==> src/rtl/bytewise_hash64_mix_core_macros.svh <==
// ----------------------------------------------------------------------------
// Assertion macros for the bytewise hash core
// Concurrent assertion shorthands; define NO_ASSERTIONS to drop them all.
// ----------------------------------------------------------------------------
`ifndef BYTEWISE_HASH64_MIX_CORE_MACROS_SVH
`define BYTEWISE_HASH64_MIX_CORE_MACROS_SVH

`ifndef NO_ASSERTIONS

// Same-cycle implication.
`define BHM_ASSERT_NOW(label, clk, rst, ante, cons) \
   label: assert property (@(posedge clk) disable iff (rst) (ante) |-> (cons)) \
      else $error("bhm assertion failed");

// Next-cycle implication.
`define BHM_ASSERT_NEXT(label, clk, rst, ante, cons) \
   label: assert property (@(posedge clk) disable iff (rst) (ante) |=> (cons)) \
      else $error("bhm assertion failed");

`else

`define BHM_ASSERT_NOW(label, clk, rst, ante, cons)
`define BHM_ASSERT_NEXT(label, clk, rst, ante, cons)

`endif

`endif

==> src/rtl/bhm_pkg.sv <==
// ----------------------------------------------------------------------------
// bhm_pkg
// Shared types, constants and mix-round tables of the bytewise hash core.
// ----------------------------------------------------------------------------
package bhm_pkg;

   localparam logic [63:0] GOLDEN_RATIO = 64'h9e3779b97f4a7c13;
   localparam int BLOCK_BYTES = 24;
   localparam int LANE_BITS   = 64;
   localparam int BLOCK_BITS  = BLOCK_BYTES * 8;
   localparam int MIX_LINES   = 12;
   localparam int QUEUE_DEPTH = 2;

   // Word updated by one line of the mix.
   localparam logic [1:0] TGT_A = 2'd0;
   localparam logic [1:0] TGT_B = 2'd1;
   localparam logic [1:0] TGT_C = 2'd2;

   // One unit of work for the mixer: a full block, a key end, or both.
   typedef struct packed {
      logic                  first;  // first entry of a key: start from the seed
      logic                  full;   // lanes hold a complete block
      logic                  fin;    // key ends with this entry
      logic [63:0]           seed;
      logic [63:0]           len;
      logic [BLOCK_BITS-1:0] lanes;
   } blk_entry_type;

   typedef struct packed {
      logic full;
      logic empty;
   } q_status_type;

   function automatic logic [5:0] mix_shift(input logic [3:0] line);
      logic [5:0] sh;
      case (line)
         4'd0:    sh = 6'd43;
         4'd1:    sh = 6'd9;
         4'd2:    sh = 6'd8;
         4'd3:    sh = 6'd38;
         4'd4:    sh = 6'd23;
         4'd5:    sh = 6'd5;
         4'd6:    sh = 6'd35;
         4'd7:    sh = 6'd49;
         4'd8:    sh = 6'd11;
         4'd9:    sh = 6'd12;
         4'd10:   sh = 6'd18;
         4'd11:   sh = 6'd22;
         default: sh = 6'd0;
      endcase
      return sh;
   endfunction

   function automatic logic [1:0] mix_target(input logic [3:0] line);
      logic [1:0] tgt;
      case (line)
         4'd0, 4'd3, 4'd6, 4'd9:  tgt = TGT_A;
         4'd1, 4'd4, 4'd7, 4'd10: tgt = TGT_B;
         default:                 tgt = TGT_C;
      endcase
      return tgt;
   endfunction

endpackage

==> src/rtl/bhm_front.sv <==
// ----------------------------------------------------------------------------
// bhm_front
// Packs key bytes into block lanes, counts length and queues block work.
// ----------------------------------------------------------------------------
module bhm_front (
   input  logic                   clock,
   input  logic                   reset,
   input  logic                   req_tvalid,
   output logic                   req_tready,
   input  logic [7:0]             req_tdata,
   input  logic                   req_tlast,
   input  logic                   req_tuser,
   input  logic                   csr_we,
   input  logic [63:0]            csr_wdata,
   input  bhm_pkg::q_status_type  q_status,
   output logic                   push,
   output bhm_pkg::blk_entry_type push_data
);

   logic [bhm_pkg::BLOCK_BITS-1:0] lanes_ff, lanes_in, lanes_new;
   logic [4:0]  bib_ff, bib_in;
   logic [63:0] len_ff, len_in, len_new;
   logic [63:0] seed_ff, seed_in;
   logic [63:0] key_seed_ff, key_seed_in;
   logic        first_ff, first_in;
   logic        accept, blk_done, fin;

   assign req_tready = !q_status.full;
   assign accept     = req_tvalid && req_tready;

   always_comb begin
      lanes_new = lanes_ff;
      lanes_new[{bib_ff, 3'b000} +: 8] = req_tdata;
   end

   assign len_new  = len_ff + 64'd1;
   assign blk_done = !req_tuser && (bib_ff == 5'(bhm_pkg::BLOCK_BYTES - 1));
   assign fin      = req_tuser || req_tlast;
   assign push     = accept && (blk_done || fin);

   always_comb begin
      push_data.first = first_ff;
      push_data.full  = blk_done;
      push_data.fin   = fin;
      push_data.seed  = key_seed_ff;
      push_data.len   = req_tuser ? len_ff : len_new;
      push_data.lanes = req_tuser ? lanes_ff : lanes_new;
   end

   always_comb begin
      lanes_in    = lanes_ff;
      bib_in      = bib_ff;
      len_in      = len_ff;
      first_in    = first_ff;
      seed_in     = csr_we ? csr_wdata : seed_ff;
      key_seed_in = key_seed_ff;
      if (csr_we && (len_ff == 64'd0) && (bib_ff == 5'd0)) begin
         key_seed_in = csr_wdata;
      end
      if (accept) begin
         if (fin) begin
            lanes_in    = '0;
            bib_in      = 5'd0;
            len_in      = 64'd0;
            first_in    = 1'b1;
            key_seed_in = seed_in;
         end else if (blk_done) begin
            lanes_in = '0;
            bib_in   = 5'd0;
            len_in   = len_new;
            first_in = 1'b0;
         end else begin
            lanes_in = lanes_new;
            bib_in   = bib_ff + 5'd1;
            len_in   = len_new;
         end
      end
   end

   always_ff @(posedge clock) begin
      if (reset) begin
         lanes_ff    <= '0;
         bib_ff      <= 5'd0;
         len_ff      <= 64'd0;
         first_ff    <= 1'b1;
         seed_ff     <= 64'd0;
         key_seed_ff <= 64'd0;
      end else begin
         lanes_ff    <= lanes_in;
         bib_ff      <= bib_in;
         len_ff      <= len_in;
         first_ff    <= first_in;
         seed_ff     <= seed_in;
         key_seed_ff <= key_seed_in;
      end
   end

endmodule

==> config.mk <==
export PLATFORM = sky130hd
export DESIGN_NAME = bhm_front
export DESIGN_NICKNAME = d
export VERILOG_FILES = /design/src/rtl/bytewise_hash64_mix_core_macros.svh /design/src/rtl/bhm_pkg.sv /design/src/rtl/bhm_front.sv
export SDC_FILE = /design/constraint.sdc
export NUM_CORES = 1
export LEC_CHECK = 0
export ABC_AREA = 1
export BUFFER_PORTS_ARGS = -buffer_cell sky130_fd_sc_hd__buf_2
export CORE_ASPECT_RATIO = 0.7
export CORE_MARGIN = 5
export CORE_UTILIZATION = 29
export DETAILED_ROUTE_END_ITERATION = 8
export PLACE_DENSITY_LB_ADDON = 0.08
export SYNTH_ARGS = -nofsm -noshare
export SYNTH_HDL_FRONTEND = slang
export SYNTH_SLANG_ARGS = --single-unit
==> constraint.sdc <==
create_clock -name clock -period 2.8 [get_ports clock]
set_input_delay 0.28 -clock clock [delete_from_list [all_inputs] [get_ports clock]]
set_output_delay 0.28 -clock clock [all_outputs]
set_load 0.01 [all_outputs]
; After elaboration in Yosys (flattened, before gate mapping)
; Cells that the tools add are included.
[classes]
add_sub_neg = 3
eq_ne = 1
shifts = 2
mux = 14
n_reduce_logical = 13
[ops]
columns = cell, n
row1 = two-way mux 192 bit, 3
row2 = two-way mux 64 bit, 6
row3 = bitwise mux 192 bit, 1
row4 = "variable shift 8 x 10 -> 192 bit, first input constant", 1
row5 = variable part select 8 x 10 -> 192 bit, 1
row6 = "adder 64 x 1 -> 64 bit, second input constant", 1
row7 = logical NOT 64 bit, 1
row8 = two-way mux 5 bit, 2
row9 = negator 8 -> 10 bit, 1
row10 = "adder 5 x 1 -> 5 bit, second input constant", 1
row11 = "equality test 5 bit, second input constant", 1
row12 = logical AND 1 bit, 5
row13 = logical NOT 5 bit, 1
row14 = logical NOT 1 bit, 2
row15 = logical OR 1 bit, 2
row16 = two-way mux 1 bit, 2
row17 = AND reduction 2 bit, 1
row18 = nonzero test 2 bit, 1
[word_totals]
regBits = 390
in_bits = 80
out_inout_bits = 325
word_cells = 39

; Logic depth before layout (Yosys ltp)
[depth]
ltp_word = 6
ltp_mapped = 15
depth_no_buf = 14

; Worst setup path after synthesis
; No wires, ideal clock.
[synth_path]
path_kind = flip-flop to output port
start = register bib_ff[0]
end = output push_data[67] (netlist bit)
arrival_ps = 2277
slack_ps = 243
path_stages_with_launch = 12
path_buffers = 3
cell_sequence = dfxtp_1 -> inv_2 -> ha_1 -> nand2_1 -> nor2_2 -> ha_1 -> buf_2 -> buf_1 -> clkbuf_1 -> nand4_1 -> nand3_1 -> o21ai_0
[synth_rtl]
columns = item, line
row1 = "start, declared", bhm_front.sv:21  ; logic [4:0] bib_ff, bib_in;
row2 = "start signal, assigned", bhm_front.sv:90  ; bib_ff <= bib_in;
row3 = "end, declared", bhm_front.sv:17  ; output bhm_pkg::blk_entry_type push_data

==> reports/qor.yml <==
first_global_vias: 23900
vias: 26200
die_area_mm2: 0.0848
yosysUniqueCellTypes: 28
drc_errors: 0
gr-usage-all-layers_pct: 22.8
finalClockSkew_ns: 0.0231
p_leak_uw: 0.0135
worst_setup_path_end_kind: "output port"
hold_viol: 0
violations: "setup timing"
totalWireLength_mm: 102
num_rows: 86
grt_pass1_wl_mm: 152
cts_tree: "built"
path_depth: 14
ys.warnings.count: 0
holdPathStages: 2
status: "complete, but fails checks"
whs_ns: 0.107
grt_max_degree: 149
crit_chain: "inv_2 -> ha_4 -> nand2_4 -> nor2_4 -> ha_4 -> nand2_4 -> nor2_4 -> buf_12 -> buf_12 -> nand2_4 -> nand2_1 -> nand3_1 -> o21ai_1 -> buf_2"
synth.cell_area_mm2: 0.0229
ant_nets: 0
regArea_mm2: 0.00786
vias_per_cell: 4.93
stdcell_area_mm2: 0.0317
dpl.hpwl_mm: 72.2
cap_violations: 0
initial_core_util_pct: 29.2
dpl_cell_area_mm2: 0.0265
post-route-period-util_pct: 106
drv_slew: 0
cts_max_path_buffers: 3
start_kind: "flip-flop"
die_x_um: 346
syn2layout_area_growth_pct: 38.3
irDropWorstVdd_mv: 0.397
nets: 4312
worst-slew-pin-transition_ns: 0.917
r2r_cells: 18
multi_input_area_mm2: 0.0146
worst-path-buf-inv: 4
relSlewSlack_pct: 38.9
pin_count: 405
cp_slowest_cell: "ha_4"
fmax_mhz: 336
place_congestion: 0.948
finalCriticalPeriod_ns: 2.98
clk_pin_slew_ns: 0.06
die-height_um: 245
insertion_delay_ns: 0.61
htree_levels: 2
numCtsBuffers: 47
wire_per_inst_um: 19.2
required_ns: 2.52
core_mm2: 0.0786
avgSynthCellArea_um2: 6.11
cp_top_family: "simple AND/OR/NAND/NOR gates"
finalWorstSetupSlack_ns: -0.180
firstDrtPassIters: 5
drt-initial-drc-count: 2043
io_buffers: 403
clock_sinks: 390
crit_fanout: 8
synth_seq_cells: 390
seq_area_frac_synth_pct: 34.1
setup_viol: 149
rsz0062_at_grt: "true"
hp-class: "input port to flip-flop"
synthCells: 3748
syn_nets: 3836
antenna_found_initial: 6
cts_root_buffer: "clkbuf_16"
cp_common_cell: "nand2_4"
grt-ovfl-total: 0
crit_type: "flip-flop to output port"
power_density_mw_per_mm2: 430
critical_path_arrival_ns: 2.70
drive_gt1_share_pct: 26.3
slowest_delay_ns: 0.40
fillCellCount: 8425
[logic make-up after synthesis]
group | count (synthesis) | share of synthesized area (%)
compound gates | 584 | 12.8
simple gates | 2086 | 38.9
flops | 390 | 34.1
mux | 64 | 2.80
fa+ha+maj | 8 | 0.437
buf+inv | 592 | 10.1
xor+xnor | 24 | 0.918
[state kept, by name (all words and copies together) (netlist names)]
name and cells:
bib_ff 5, key_seed_ff 64, first_ff 1, seed_ff 64
lanes_ff 192, len_ff 64
[area by class of cell]
class	count	area share, %
multi-input cells	2767	46.2
clock inverters	15	0.549
flip-flops and latches	390	24.8
repair buffers	650	15.2
inverters	368	4.57
well taps	1056	4.17
diodes	4	0.0316
clock buffers	70	4.46
[per-stage QoR]
| step | utilization, % | setup WS (ns) | TNS [ns] | power (uW) | cells |
|---|---|---|---|---|---|
| 2_1_floorplan | - | 0.243 | 0 | 6600 | 3748 |
| 3_3_place_gp | 33.8 | 0.0420 | 0 | 7110 | 5094 |
| 3_5_place_dp | 33.8 | 0.0560 | 0 | 7100 | 5094 |
| 4_1_cts | 39.0 | -0.161 | -14.80 | 13800 | 5289 |
| 5_1_grt | 40.3 | -0.293 | -37.17 | 14200 | 5317 |
| 6_report | 40.3 | -0.180 | -10.75 | 13600 | 5320 |
[cell usage in the layout, fill, tap and decap left out, types with 12 or more instances in the layout]
cell type,netlist,final
o21ai_2,0,96
nand2_1,1086,939
dfxtp_1,390,353
nand3_2,2,56
clkbuf_16,0,49
nor2_1,253,197
nor2_2,5,35
nand3_1,651,589
dfxtp_2,0,34
nand2_2,14,100
nor2_4,3,29
nand2_4,0,53
buf_4,8,149
buf_2,46,363
buf_6,0,28
xor2_1,17,17
o21ai_1,16,65
o21ai_0,245,95
clkbuf_8,0,13
buf_12,0,39
mux2i_1,64,64
inv_2,19,12
dlygate4sd3_1,0,64
nand4_1,63,63
inv_1,348,343
a21oi_1,320,320
[repair_timing]
action | 4_1_cts | 5_1_grt
gates resized for setup | 528 | 251
setup endpoints to repair | 237 | 240
setup buffers | 44 | 26
gates cloned | 3 | 1
hold buffers | 64 | 0
endpoints found under the hold margin | 112 | 0
pin swaps | 62 | 43
[report_power, final]
| group | internal (uW) | switching (uW) |
|---|---|---|
| Clock | 3760 | 2700 |
| Combinational | 490 | 933 |
| Sequential | 5680 | 55.1 |
| Total | 9940 | 3690 |
[layer usage]
layer / track usage (%) / wire length (um) / vias to the layer above
met3: 3.97 / 6280 / 119
met1: 33.7 / 49400 / 12200
met2: 34.8 / 44400 / 700
met5: 0 / 10 / -
li1: - / - / 13200
met4: 4.61 / 1900 / 2
[synthesized netlist by cell type, drive strengths merged]
cell type / instances / share of area [%]
nand3: 653 / 14
nand2: 1100 / 18
nor3: 5 / 0.11
clkbuf: 140 / 2.3
dfxtp: 390 / 34
o21ai: 261 / 5.7
nand4: 63 / 1.7
ha: 8 / 0.44
inv: 367 / 6.0
a2bb2oi: 1 / 0.038
clkinv: 1 / 0.016
xnor2: 7 / 0.27
xor2: 17 / 0.65
a21oi: 320 / 7.0
and3: 1 / 0.027
nor2: 261 / 4.4
a211oi: 2 / 0.066
or2: 3 / 0.082
mux2i: 64 / 2.8
buf: 84 / 1.8
[path summary, 6_finish.rpt]
check / endpoint / from / slack (ns)
min: seed_ff[32] / reset / 0.11
min reg2reg: first_ff / first_ff / 0.46
max reg2reg: lanes_ff[111] / bib_ff[1] / 0.36
max: push_data[119] / bib_ff[1] / -0.18
Power figures use the tool's default switching activity.
