$ cat config.mk
export PLATFORM = sky130hd
export DESIGN_NAME = bhm_queue
export DESIGN_NICKNAME = d
export VERILOG_FILES = /design/src/rtl/bytewise_hash64_mix_core_macros.svh /design/src/rtl/bhm_pkg.sv /design/src/rtl/bhm_queue.sv
export SDC_FILE = /design/constraint.sdc
export NUM_CORES = 1
export LEC_CHECK = 0
export BUFFER_PORTS_ARGS = -buffer_cell sky130_fd_sc_hd__buf_4
export CORE_AREA = 5 5 252 254
export CTS_CLUSTER_SIZE = 20
export DETAILED_ROUTE_END_ITERATION = 10
export DIE_AREA = 0 0 257 259
export MAX_ROUTING_LAYER = met4
export RECOVER_POWER = 25
export SLEW_MARGIN = 20
export SYNTH_ARGS = -nofsm -noshare
export SYNTH_HDL_FRONTEND = slang
export SYNTH_SLANG_ARGS = --single-unit
$ cat constraint.sdc
create_clock -name clock -period 24.8 [get_ports clock]
set_input_delay 4.96 -clock clock [delete_from_list [all_inputs] [get_ports clock]]
set_output_delay 4.96 -clock clock [all_outputs]
set_load 0.01 [all_outputs]
$ cat src/rtl/bytewise_hash64_mix_core_macros.svh
// ----------------------------------------------------------------------------
// Assertion macros for the bytewise hash core
// Concurrent assertion shorthands; define NO_ASSERTIONS to drop them all.
// ----------------------------------------------------------------------------
`ifndef BYTEWISE_HASH64_MIX_CORE_MACROS_SVH
`define BYTEWISE_HASH64_MIX_CORE_MACROS_SVH

`ifndef NO_ASSERTIONS

// Same-cycle implication.
`define BHM_ASSERT_NOW(label, clk, rst, ante, cons) \
   label: assert property (@(posedge clk) disable iff (rst) (ante) |-> (cons)) \
      else $error("bhm assertion failed");

// Next-cycle implication.
`define BHM_ASSERT_NEXT(label, clk, rst, ante, cons) \
   label: assert property (@(posedge clk) disable iff (rst) (ante) |=> (cons)) \
      else $error("bhm assertion failed");

`else

`define BHM_ASSERT_NOW(label, clk, rst, ante, cons)
`define BHM_ASSERT_NEXT(label, clk, rst, ante, cons)

`endif

`endif

$ cat src/rtl/bhm_pkg.sv
// ----------------------------------------------------------------------------
// bhm_pkg
// Shared types, constants and mix-round tables of the bytewise hash core.
// ----------------------------------------------------------------------------
package bhm_pkg;

   localparam logic [63:0] GOLDEN_RATIO = 64'h9e3779b97f4a7c13;
   localparam int BLOCK_BYTES = 24;
   localparam int LANE_BITS   = 64;
   localparam int BLOCK_BITS  = BLOCK_BYTES * 8;
   localparam int MIX_LINES   = 12;
   localparam int QUEUE_DEPTH = 2;

   // Word updated by one line of the mix.
   localparam logic [1:0] TGT_A = 2'd0;
   localparam logic [1:0] TGT_B = 2'd1;
   localparam logic [1:0] TGT_C = 2'd2;

   // One unit of work for the mixer: a full block, a key end, or both.
   typedef struct packed {
      logic                  first;  // first entry of a key: start from the seed
      logic                  full;   // lanes hold a complete block
      logic                  fin;    // key ends with this entry
      logic [63:0]           seed;
      logic [63:0]           len;
      logic [BLOCK_BITS-1:0] lanes;
   } blk_entry_type;

   typedef struct packed {
      logic full;
      logic empty;
   } q_status_type;

   function automatic logic [5:0] mix_shift(input logic [3:0] line);
      logic [5:0] sh;
      case (line)
         4'd0:    sh = 6'd43;
         4'd1:    sh = 6'd9;
         4'd2:    sh = 6'd8;
         4'd3:    sh = 6'd38;
         4'd4:    sh = 6'd23;
         4'd5:    sh = 6'd5;
         4'd6:    sh = 6'd35;
         4'd7:    sh = 6'd49;
         4'd8:    sh = 6'd11;
         4'd9:    sh = 6'd12;
         4'd10:   sh = 6'd18;
         4'd11:   sh = 6'd22;
         default: sh = 6'd0;
      endcase
      return sh;
   endfunction

   function automatic logic [1:0] mix_target(input logic [3:0] line);
      logic [1:0] tgt;
      case (line)
         4'd0, 4'd3, 4'd6, 4'd9:  tgt = TGT_A;
         4'd1, 4'd4, 4'd7, 4'd10: tgt = TGT_B;
         default:                 tgt = TGT_C;
      endcase
      return tgt;
   endfunction

endpackage

$ cat src/rtl/bhm_queue.sv
// ----------------------------------------------------------------------------
// bhm_queue
// Small first-in first-out queue of block work between packer and mixer.
// ----------------------------------------------------------------------------
module bhm_queue #(
   parameter int Depth = bhm_pkg::QUEUE_DEPTH
) (
   input  logic                   clock,
   input  logic                   reset,
   input  logic                   push,
   input  bhm_pkg::blk_entry_type push_data,
   input  logic                   pop,
   output bhm_pkg::blk_entry_type head,
   output bhm_pkg::q_status_type  status
);

   localparam int PtrW = (Depth > 1) ? $clog2(Depth) : 1;
   localparam int CntW = $clog2(Depth + 1);

   bhm_pkg::blk_entry_type slot_ff [Depth];
   logic [PtrW-1:0] wr_ff, wr_in, rd_ff, rd_in;
   logic [CntW-1:0] cnt_ff, cnt_in;

   assign status.full  = (cnt_ff == CntW'(Depth));
   assign status.empty = (cnt_ff == '0);
   assign head         = slot_ff[rd_ff];

   always_comb begin
      wr_in  = wr_ff;
      rd_in  = rd_ff;
      cnt_in = cnt_ff;
      if (push) begin
         wr_in = (wr_ff == PtrW'(Depth - 1)) ? '0 : wr_ff + PtrW'(1);
      end
      if (pop) begin
         rd_in = (rd_ff == PtrW'(Depth - 1)) ? '0 : rd_ff + PtrW'(1);
      end
      if (push && !pop) begin
         cnt_in = cnt_ff + CntW'(1);
      end else if (pop && !push) begin
         cnt_in = cnt_ff - CntW'(1);
      end
   end

   always_ff @(posedge clock) begin
      if (push) begin
         slot_ff[wr_ff] <= push_data;
      end
   end

   always_ff @(posedge clock) begin
      if (reset) begin
         wr_ff  <= '0;
         rd_ff  <= '0;
         cnt_ff <= '0;
      end else begin
         wr_ff  <= wr_in;
         rd_ff  <= rd_in;
         cnt_ff <= cnt_in;
      end
   end

endmodule

# --- Word-level counts from Yosys, hierarchy flattened ---
# Memory sizes are Yosys's and may differ from the RTL's. A register that Yosys moved wholly into a read port is not among the register bits.
# Cells that the tools add are included.
word_totals:
  ramBits: 646
  romBits: 0
  n_memories: 1
  reg_bits: 4
  output_inout_bits: 325
  word_cells: 23
  in_bits: 327
  latchBits: 0
mem_list:
  columns: ["memory", "words", "width", "rd", "rd_ports_with_merged_regs", "wr", "line", "rtl"]
  rows:
  - ["slot_ff", 2, 323, 1, 1, 1, "bhm_queue.sv:20", "bhm_pkg::blk_entry_type slot_ff [Depth];"]
op_classes:
  div_mod_pow: 0
  shift: 0
  addsub: 4
  magnitude_cmp: 0
  n_mul: 0
  bitwise_logic: 0
  n_mux: 8
  eq_ne: 1
  n_reduce_logical: 6
ops:
  columns: ["cell", "count"]
  rows:
  - ["$mux 1", 6]
  - ["$mux 2", 2]
  - ["$add 1x1->1 const B", 2]
  - ["$add 2x1->2 const B", 1]
  - ["$eq 2x2->1 const B", 1]
  - ["$logic_and 1x1->1", 2]
  - ["$logic_not 1->1", 2]
  - ["$logic_not 2->1", 1]
  - ["$reduce_bool 2->1", 1]
  - ["$sub 2x1->2 const B", 1]

# --- Logic depth before layout (Yosys ltp) ---
# Gate-level depths: netlist of run 1.
depth:
  word_depth: 4
  mapped_depth: 5
  mapped_depth_nobuf: 5

# --- Worst setup path before layout of run 1 ---
# No wires, ideal clock.
synth_path:
  path_type: "input to register"
  start: "in push"
  end: "mem slot_ff[0][0] (netlist bit), enable pin"
  arrival_ns: 18.837
  path_stages: 1
  required_ns: 23.747
  setup_slack_ns: 4.910
  n_path_buf: 0
  path_cell_list: "nor2b_1"
synth_via:
  elab_chain_cells: 2
synth_lines:
  columns: ["item", "line", "rtl"]
  rows:
  - ["from (decl)", "bhm_queue.sv:10", "input logic push,"]
  - ["$mux 1", "bhm_queue.sv:46", "if (push) begin"]
  - ["$mux 1 (not written as such)", "bhm_queue.sv:47", "slot_ff[wr_ff] <= push_data;"]
  - ["to (decl)", "bhm_queue.sv:20", null]
# Every way passes these cells.

==> out/results.tsv, run 1 <==
metric	value	unit
Post-synth EDFFs	646	
Die Y	259	um
grt total ovfl	0	
cell-internal power	2.03	mW
unrepaired setup endpoints after global routing	no	
I/O pin cnt	652	
filler cell count	4910	
critical setup path kind	reg -> out	
Fin Setup TNS	0	ns
Worst VDD drop	0.0000665	V
Max-slew headroom	27.5	%
Critical Path Start Type	register	
most common cell in the netlist	edfxtp_1	
Area Growth Syn to Fin	31.1	%
# setup viols final	0	
top cells by count, synth	646 x edfxtp_1, 270 x mux2_4, 53 x mux2_2	
Gate Count Post-Synth	1027	
share of the synthesized area in the top cell type	78.8	%
FFs w/ async S/R, synth	0	%
Pwr Total	2.61	mW
cts hold-fix bufs	0	
GPL Wtd Cong	0.788	
Max Slew Vio Count	0	
DR iter-0 viols	640	
H-tree Lvls	3	
static leakage	12.4	nW
CTS tree	yes	
layout cells sized above 1	58.9	%
share of power burned in registers	49.9	%
Worst-path clk slew	0.06	ns
initial antenna violation count	22	
register area	19500	um^2
Residual DRC	0	
CTS max path bufs	3	
DR vias/cell	4.70	
area of the multi-input gates	4760	um^2
Final HPWL DP	42000	um
Main synth FF type	edfxtp_1	
fmax	0.120	GHz
largest net degree at the start of global routing	114	
post-synth net total	1355	
Synth Cell Area	24600	um^2
Mean Syn Cell Area	24.0	um^2
Tcrit/Tclk final	33.7	%
Crit Path Max Fanout	113	
row count	91	
switching pwr	585	uW
Clk pwr share	36.5	%
clk sink count	651	
Post-CTS Repair Setup Buffers	0	
router iterations before antenna repair	6	
Synth Register Bits	651	
Die W	257	um
Wirelength per Cell	23.1	um
CORE AREA	61000	um^2
Sw Ratio	22.4	%
Hold Path Class	reg -> reg	
post-cts sizing count	0	
Placed Area	30300	um^2
outcome	complete, no violations	
WP data required	19.84	ns
Via Count	12200	
Final Hold Fails	0	
Final #Nets	2056	
Comb pwr share	13.5	%
Crit path arrival time	3.39	ns
worst skew pair latency	0.59	ns
Tmin final	8.35	ns
Setup crit end kind	primary output	
initial core utilization	40.4	%
placed insts	2445	
register area share after synthesis	79.2	%
final cell count without fillers	2585	
Num CTS Buffers	70	
Synth warnings	0	
PwrDens	80.9	nW/um^2
vias in the first global route	13100	
skew final	0.0160	ns
Clock Root Buffer	clkbuf_16	
Global Route Usage Sum	17.5	%
cell taking the most area after synthesis	edfxtp_1	
I/O Buffers	651	
Worst-Margin Slew	1.09	ns
final wirelength	59800	um
Synth area leaders	edfxtp_1 79%, mux2_4 16%, mux2_2 2.4%, buf_6 1.4%, dfxtp_1 0.41%	
max-cap violations	0	
Final ANT Viol Nets	0	
first-pass GRT wire length	84500	um
Finished Cell Area	32300	um^2
die area	66600	um^2
synth unique cells	16	
-- registers in the layout, indices dropped and copies added, names as in the netlist, named ones only --
register and flops:
slot_ff 646, cnt_ff 2, rd_ff 1, wr_ff 1
-- power by group through the flow --
stage	combinational, mW	clock [mW]	sequential, mW
finish	0.354	0.954	1.30
global route	0.375	1.03	1.31
CTS	0.361	0.986	1.31
detailed placement	0.360	0	1.33
global placement	0.358	0	1.33
floorplan	0.188	0	1.35
-- worst max-delay path: stages, from the launching register on --
cell	delay [ns]
dfxtp_4	0.60
buf_4	0.69
buf_12	0.58
mux2_2	0.42
buf_4	0.16
-- cell type report --
| class | count | area share (%) |
|---|---|---|
| flip-flops and latches | 651 | 60.4 |
| repair buffers | 665 | 15.2 |
| multi-input cells | 339 | 14.8 |
| clock buffers | 85 | 5.60 |
| well taps | 790 | 3.06 |
| clock inverters | 34 | 0.845 |
| diodes | 20 | 0.155 |
| inverters | 1 | 0.0116 |
-- layer usage --
metal / vias up / share of wire [%] / track usage (%)
li1: 5534 / - / -
met4: 0 / 3.2 / 7.72
met2: 434 / 53 / 29.9
met3: 99 / 8.3 / 6.19
met5: - / 0 / -
met1: 6092 / 36 / 18.5
-- per-stage QoR --
| step | setup WS [ns] | util (%) | hold WS (ns) |
|---|---|---|---|
| after floorplan | 4.91 | - | 0.461 |
| after global placement | 15.83 | 49.6 | 0.478 |
| after CTS | 15.62 | 53.0 | 0.522 |
| after detailed placement | 15.78 | 49.6 | 0.502 |
| after global routing | 16.19 | 52.9 | 0.546 |
| final | 16.45 | 52.9 | 0.526 |
-- cell usage in the layout, fill, tap and decap left out --
cell type and count:
edfxtp_1 646, buf_4 443, mux2_4 270, clkbuf_4 184, clkbuf_16 70, mux2_2 53
clkbuf_1 49, diode_2 20, clkinv_1 15, clkinv_2 9, nor2_1 5, dfxtp_1 4
clkinv_8 3, bufinv_16 3, xor2_1 2, xnor2_1 2, inv_6 2, clkinvlp_4 2
and2_4 1, inv_1 1, nor2b_1 1, nor2b_4 1, o21ai_0 1, or3_1 1
a21oi_1 1, ha_1 1, dfxtp_4 1, buf_1 1, buf_16 1, buf_6 1
buf_12 1
-- kinds of logic (layout without fill, tap and decap cells) --
logic type                 count (synthesis)  in the layout  share of synthesized area (%)
DFF                                      651            651                           79.2
muxes                                    323            323                           18.9
buffers and inverters                     37            785                           1.53
and+or+nand+nor                            9              9                          0.178
xor gates and xnor gates                   4              4                          0.142
AOI/OAI and AO/OA                          2              2                         0.0406
adders and majority gates                  1              1                         0.0508
other                                      0             20                              0
-- final timing paths --
| check | from | endpoint | slack (ns) | cells past startpoint |
|---|---|---|---|---|
| max | register | head[311] | 16.45 | 4 |
| min reg2reg | rd_ff$_SDFFE_PP0P_ | rd_ff$_SDFFE_PP0P_ | 0.53 | 2 |
| max reg2reg | wr_ff$_SDFFE_PP0P_ | slot_ff[1][218]$_DFFE_PP_ | 20.58 | 4 |
| min | rd_ff$_SDFFE_PP0P_ | rd_ff$_SDFFE_PP0P_ | 0.53 | 2 |
Power figures use the tool's default switching activity.
==> run 2: changes to the inputs <==
==> constraint.sdc (replaced) <==
create_clock -name clock -period 8.1 [get_ports clock]
set_input_delay 1.62 -clock clock [delete_from_list [all_inputs] [get_ports clock]]
set_output_delay 1.62 -clock clock [all_outputs]
set_load 0.01 [all_outputs]
==> run 2 against run 1 <==
  * Sequential power grew to 3.1 times the previous value
  * Non-clock buffer count down 7
  * Design area grew 0.46%
  * Largest cell class unchanged
  * Largest power group unchanged
==> out/results.tsv, run 2 (synthesis results as in run 1) <==
metric	value	unit	change
I/O Buffers	651		unchanged
clk sink count	651		unchanged
Hold Slack	0.511	ns	-0.0148 ns
die area	66600	um^2	unchanged
initial antenna violation count	13		-41%
PwrDens	252	nW/um^2	+210%
# setup viols final	0		unchanged
Residual DRC	0		unchanged
final cell count without fillers	2580		-0.19%
H-tree Lvls	3		unchanged
Tcrit/Tclk final	54.7	%	
Final #Nets	2050		-0.29%
Wirelength per Cell	23.0	um	-0.33%
reg2reg start	wr_ff$_SDFFE_PP0P_		
biggest regs	slot_ff x646, cnt_ff x2		
Crit path arrival time	2.81	ns	-0.58 ns
Finished Cell Area	32400	um^2	+0.46%
Hold Path Class	reg -> reg		
Fin Setup TNS	0	ns	unchanged
most common cell after layout, fill and taps aside	edfxtp_1		
Metal-1 WL	20500	um	-3.7%
skew final	0.0187	ns	+0.00272 ns
Setup crit end kind	primary output		
unrepaired setup endpoints after global routing	no		
Final ANT Viol Nets	0		unchanged
Final HPWL DP	41900	um	-0.14%
initial core utilization	40.4	%	unchanged
first-pass GRT wire length	84100	um	-0.50%
most frequent cells in the layout	646 x edfxtp_1, 440 x buf_4, 270 x mux2_4		
Critical Path Start Type	register		
Worst VDD drop	0.000199	V	+200%
WP data required	6.48	ns	-13.36 ns
row count	91		unchanged
static leakage	12.5	nW	+0.56%
max reg flops	646		unchanged
worst reg-to-reg setup slack	5.99	ns	-14.59 ns
Max Slew Vio Count	0		unchanged
Crit Path Max Fanout	126		+12%
Area Growth Syn to Fin	31.7	%	
Worst-Margin Slew	1.20	ns	+0.108 ns
worst skew pair latency	0.59	ns	about the same
Die Y	259	um	unchanged
max-cap violations	0		unchanged
Worst-path clk slew	0.06	ns	about the same
I/O pin cnt	652		unchanged
grt total ovfl	0		unchanged
metal3 WL	4600	um	-7.0%
Top reg by flops	slot_ff		
post-cts sizing count	0		unchanged
CTS tree	yes		
placed insts	2439		-0.25%
Finished Core Util	53.1	%	+0.24 points
Max-slew headroom	20.3	%	-7.2 points
vias in the first global route	13000		-0.69%
router iterations before antenna repair	4		-2
outcome	complete, no violations		
CORE AREA	61000	um^2	unchanged
critical setup path kind	reg -> out		
Met2 Routed Length	32300	um	+2.2%
Final Hold Fails	0		unchanged
fmax	0.226	GHz	
Tmin final	4.43	ns	
DR iter-0 viols	534		-17%
Global Route Usage Sum	17.4	%	-0.095 points
Placed Area	30300	um^2	about the same
Num CTS Buffers	71		+1.4%
Top Layer Used	met4		
Via Count	12200		+0.22%
DR vias/cell	4.72		+0.42%
largest net degree at the start of global routing	175		+54%
Clock Root Buffer	clkbuf_16		
cts hold-fix bufs	0		unchanged
Die W	257	um	unchanged
final wirelength	59400	um	-0.52%
CTS max path bufs	3		unchanged
HP Start	rd_ff$_SDFFE_PP0P_		
GPL Wtd Cong	0.824		+4.5%
layout cells sized above 1	59.0	%	+0.14 points
Post-CTS Repair Setup Buffers	0		unchanged
run 2: cell type report:
type	instances	area, um^2
flip-flops and latches	651	19500
clock buffers	87	1860
repair buffers	658	4880
clock inverters	40	400
inverters	1	3.75
diodes	14	35.0
fillers	4911	28600
well taps	790	988
multi-input cells	339	4760
run 2: worst max-delay path, cell delays in order, from the launching register on:
cell and delay [ns]:
dfxtp_4 0.73, buf_12 0.61, mux2_4 0.36, buf_4 0.15
run 2: worst paths after layout:
check,to,depth (start not counted)
max,head[54],3
min,register,2
max reg2reg,slot_ff[1][99]$_DFFE_PP_,2
min reg2reg,register,2
run 2: per-layer routing:
metal,vias to the layer above,track usage (%)
li1,5536,-
met1,6109,17.9
met2,428,30.7
met3,113,5.82
met4,0,7.29
met5,-,-
run 2: where the power goes:
part	switching [mW]	internal, mW
clock	1.26	1.84
sequential	0.0608	3.94
combinational	0.487	0.585
run 2: stage by stage:
| stage | power [mW] | setup WS [ns] |
|---|---|---|
| CTS | 8.30 | 3.64 |
| finish | 8.17 | 3.67 |
| detailed placement | 5.17 | 4.29 |
| global placement | 5.15 | 4.31 |
| global route | 8.49 | 3.57 |
| floorplan | 4.65 | 1.22 |
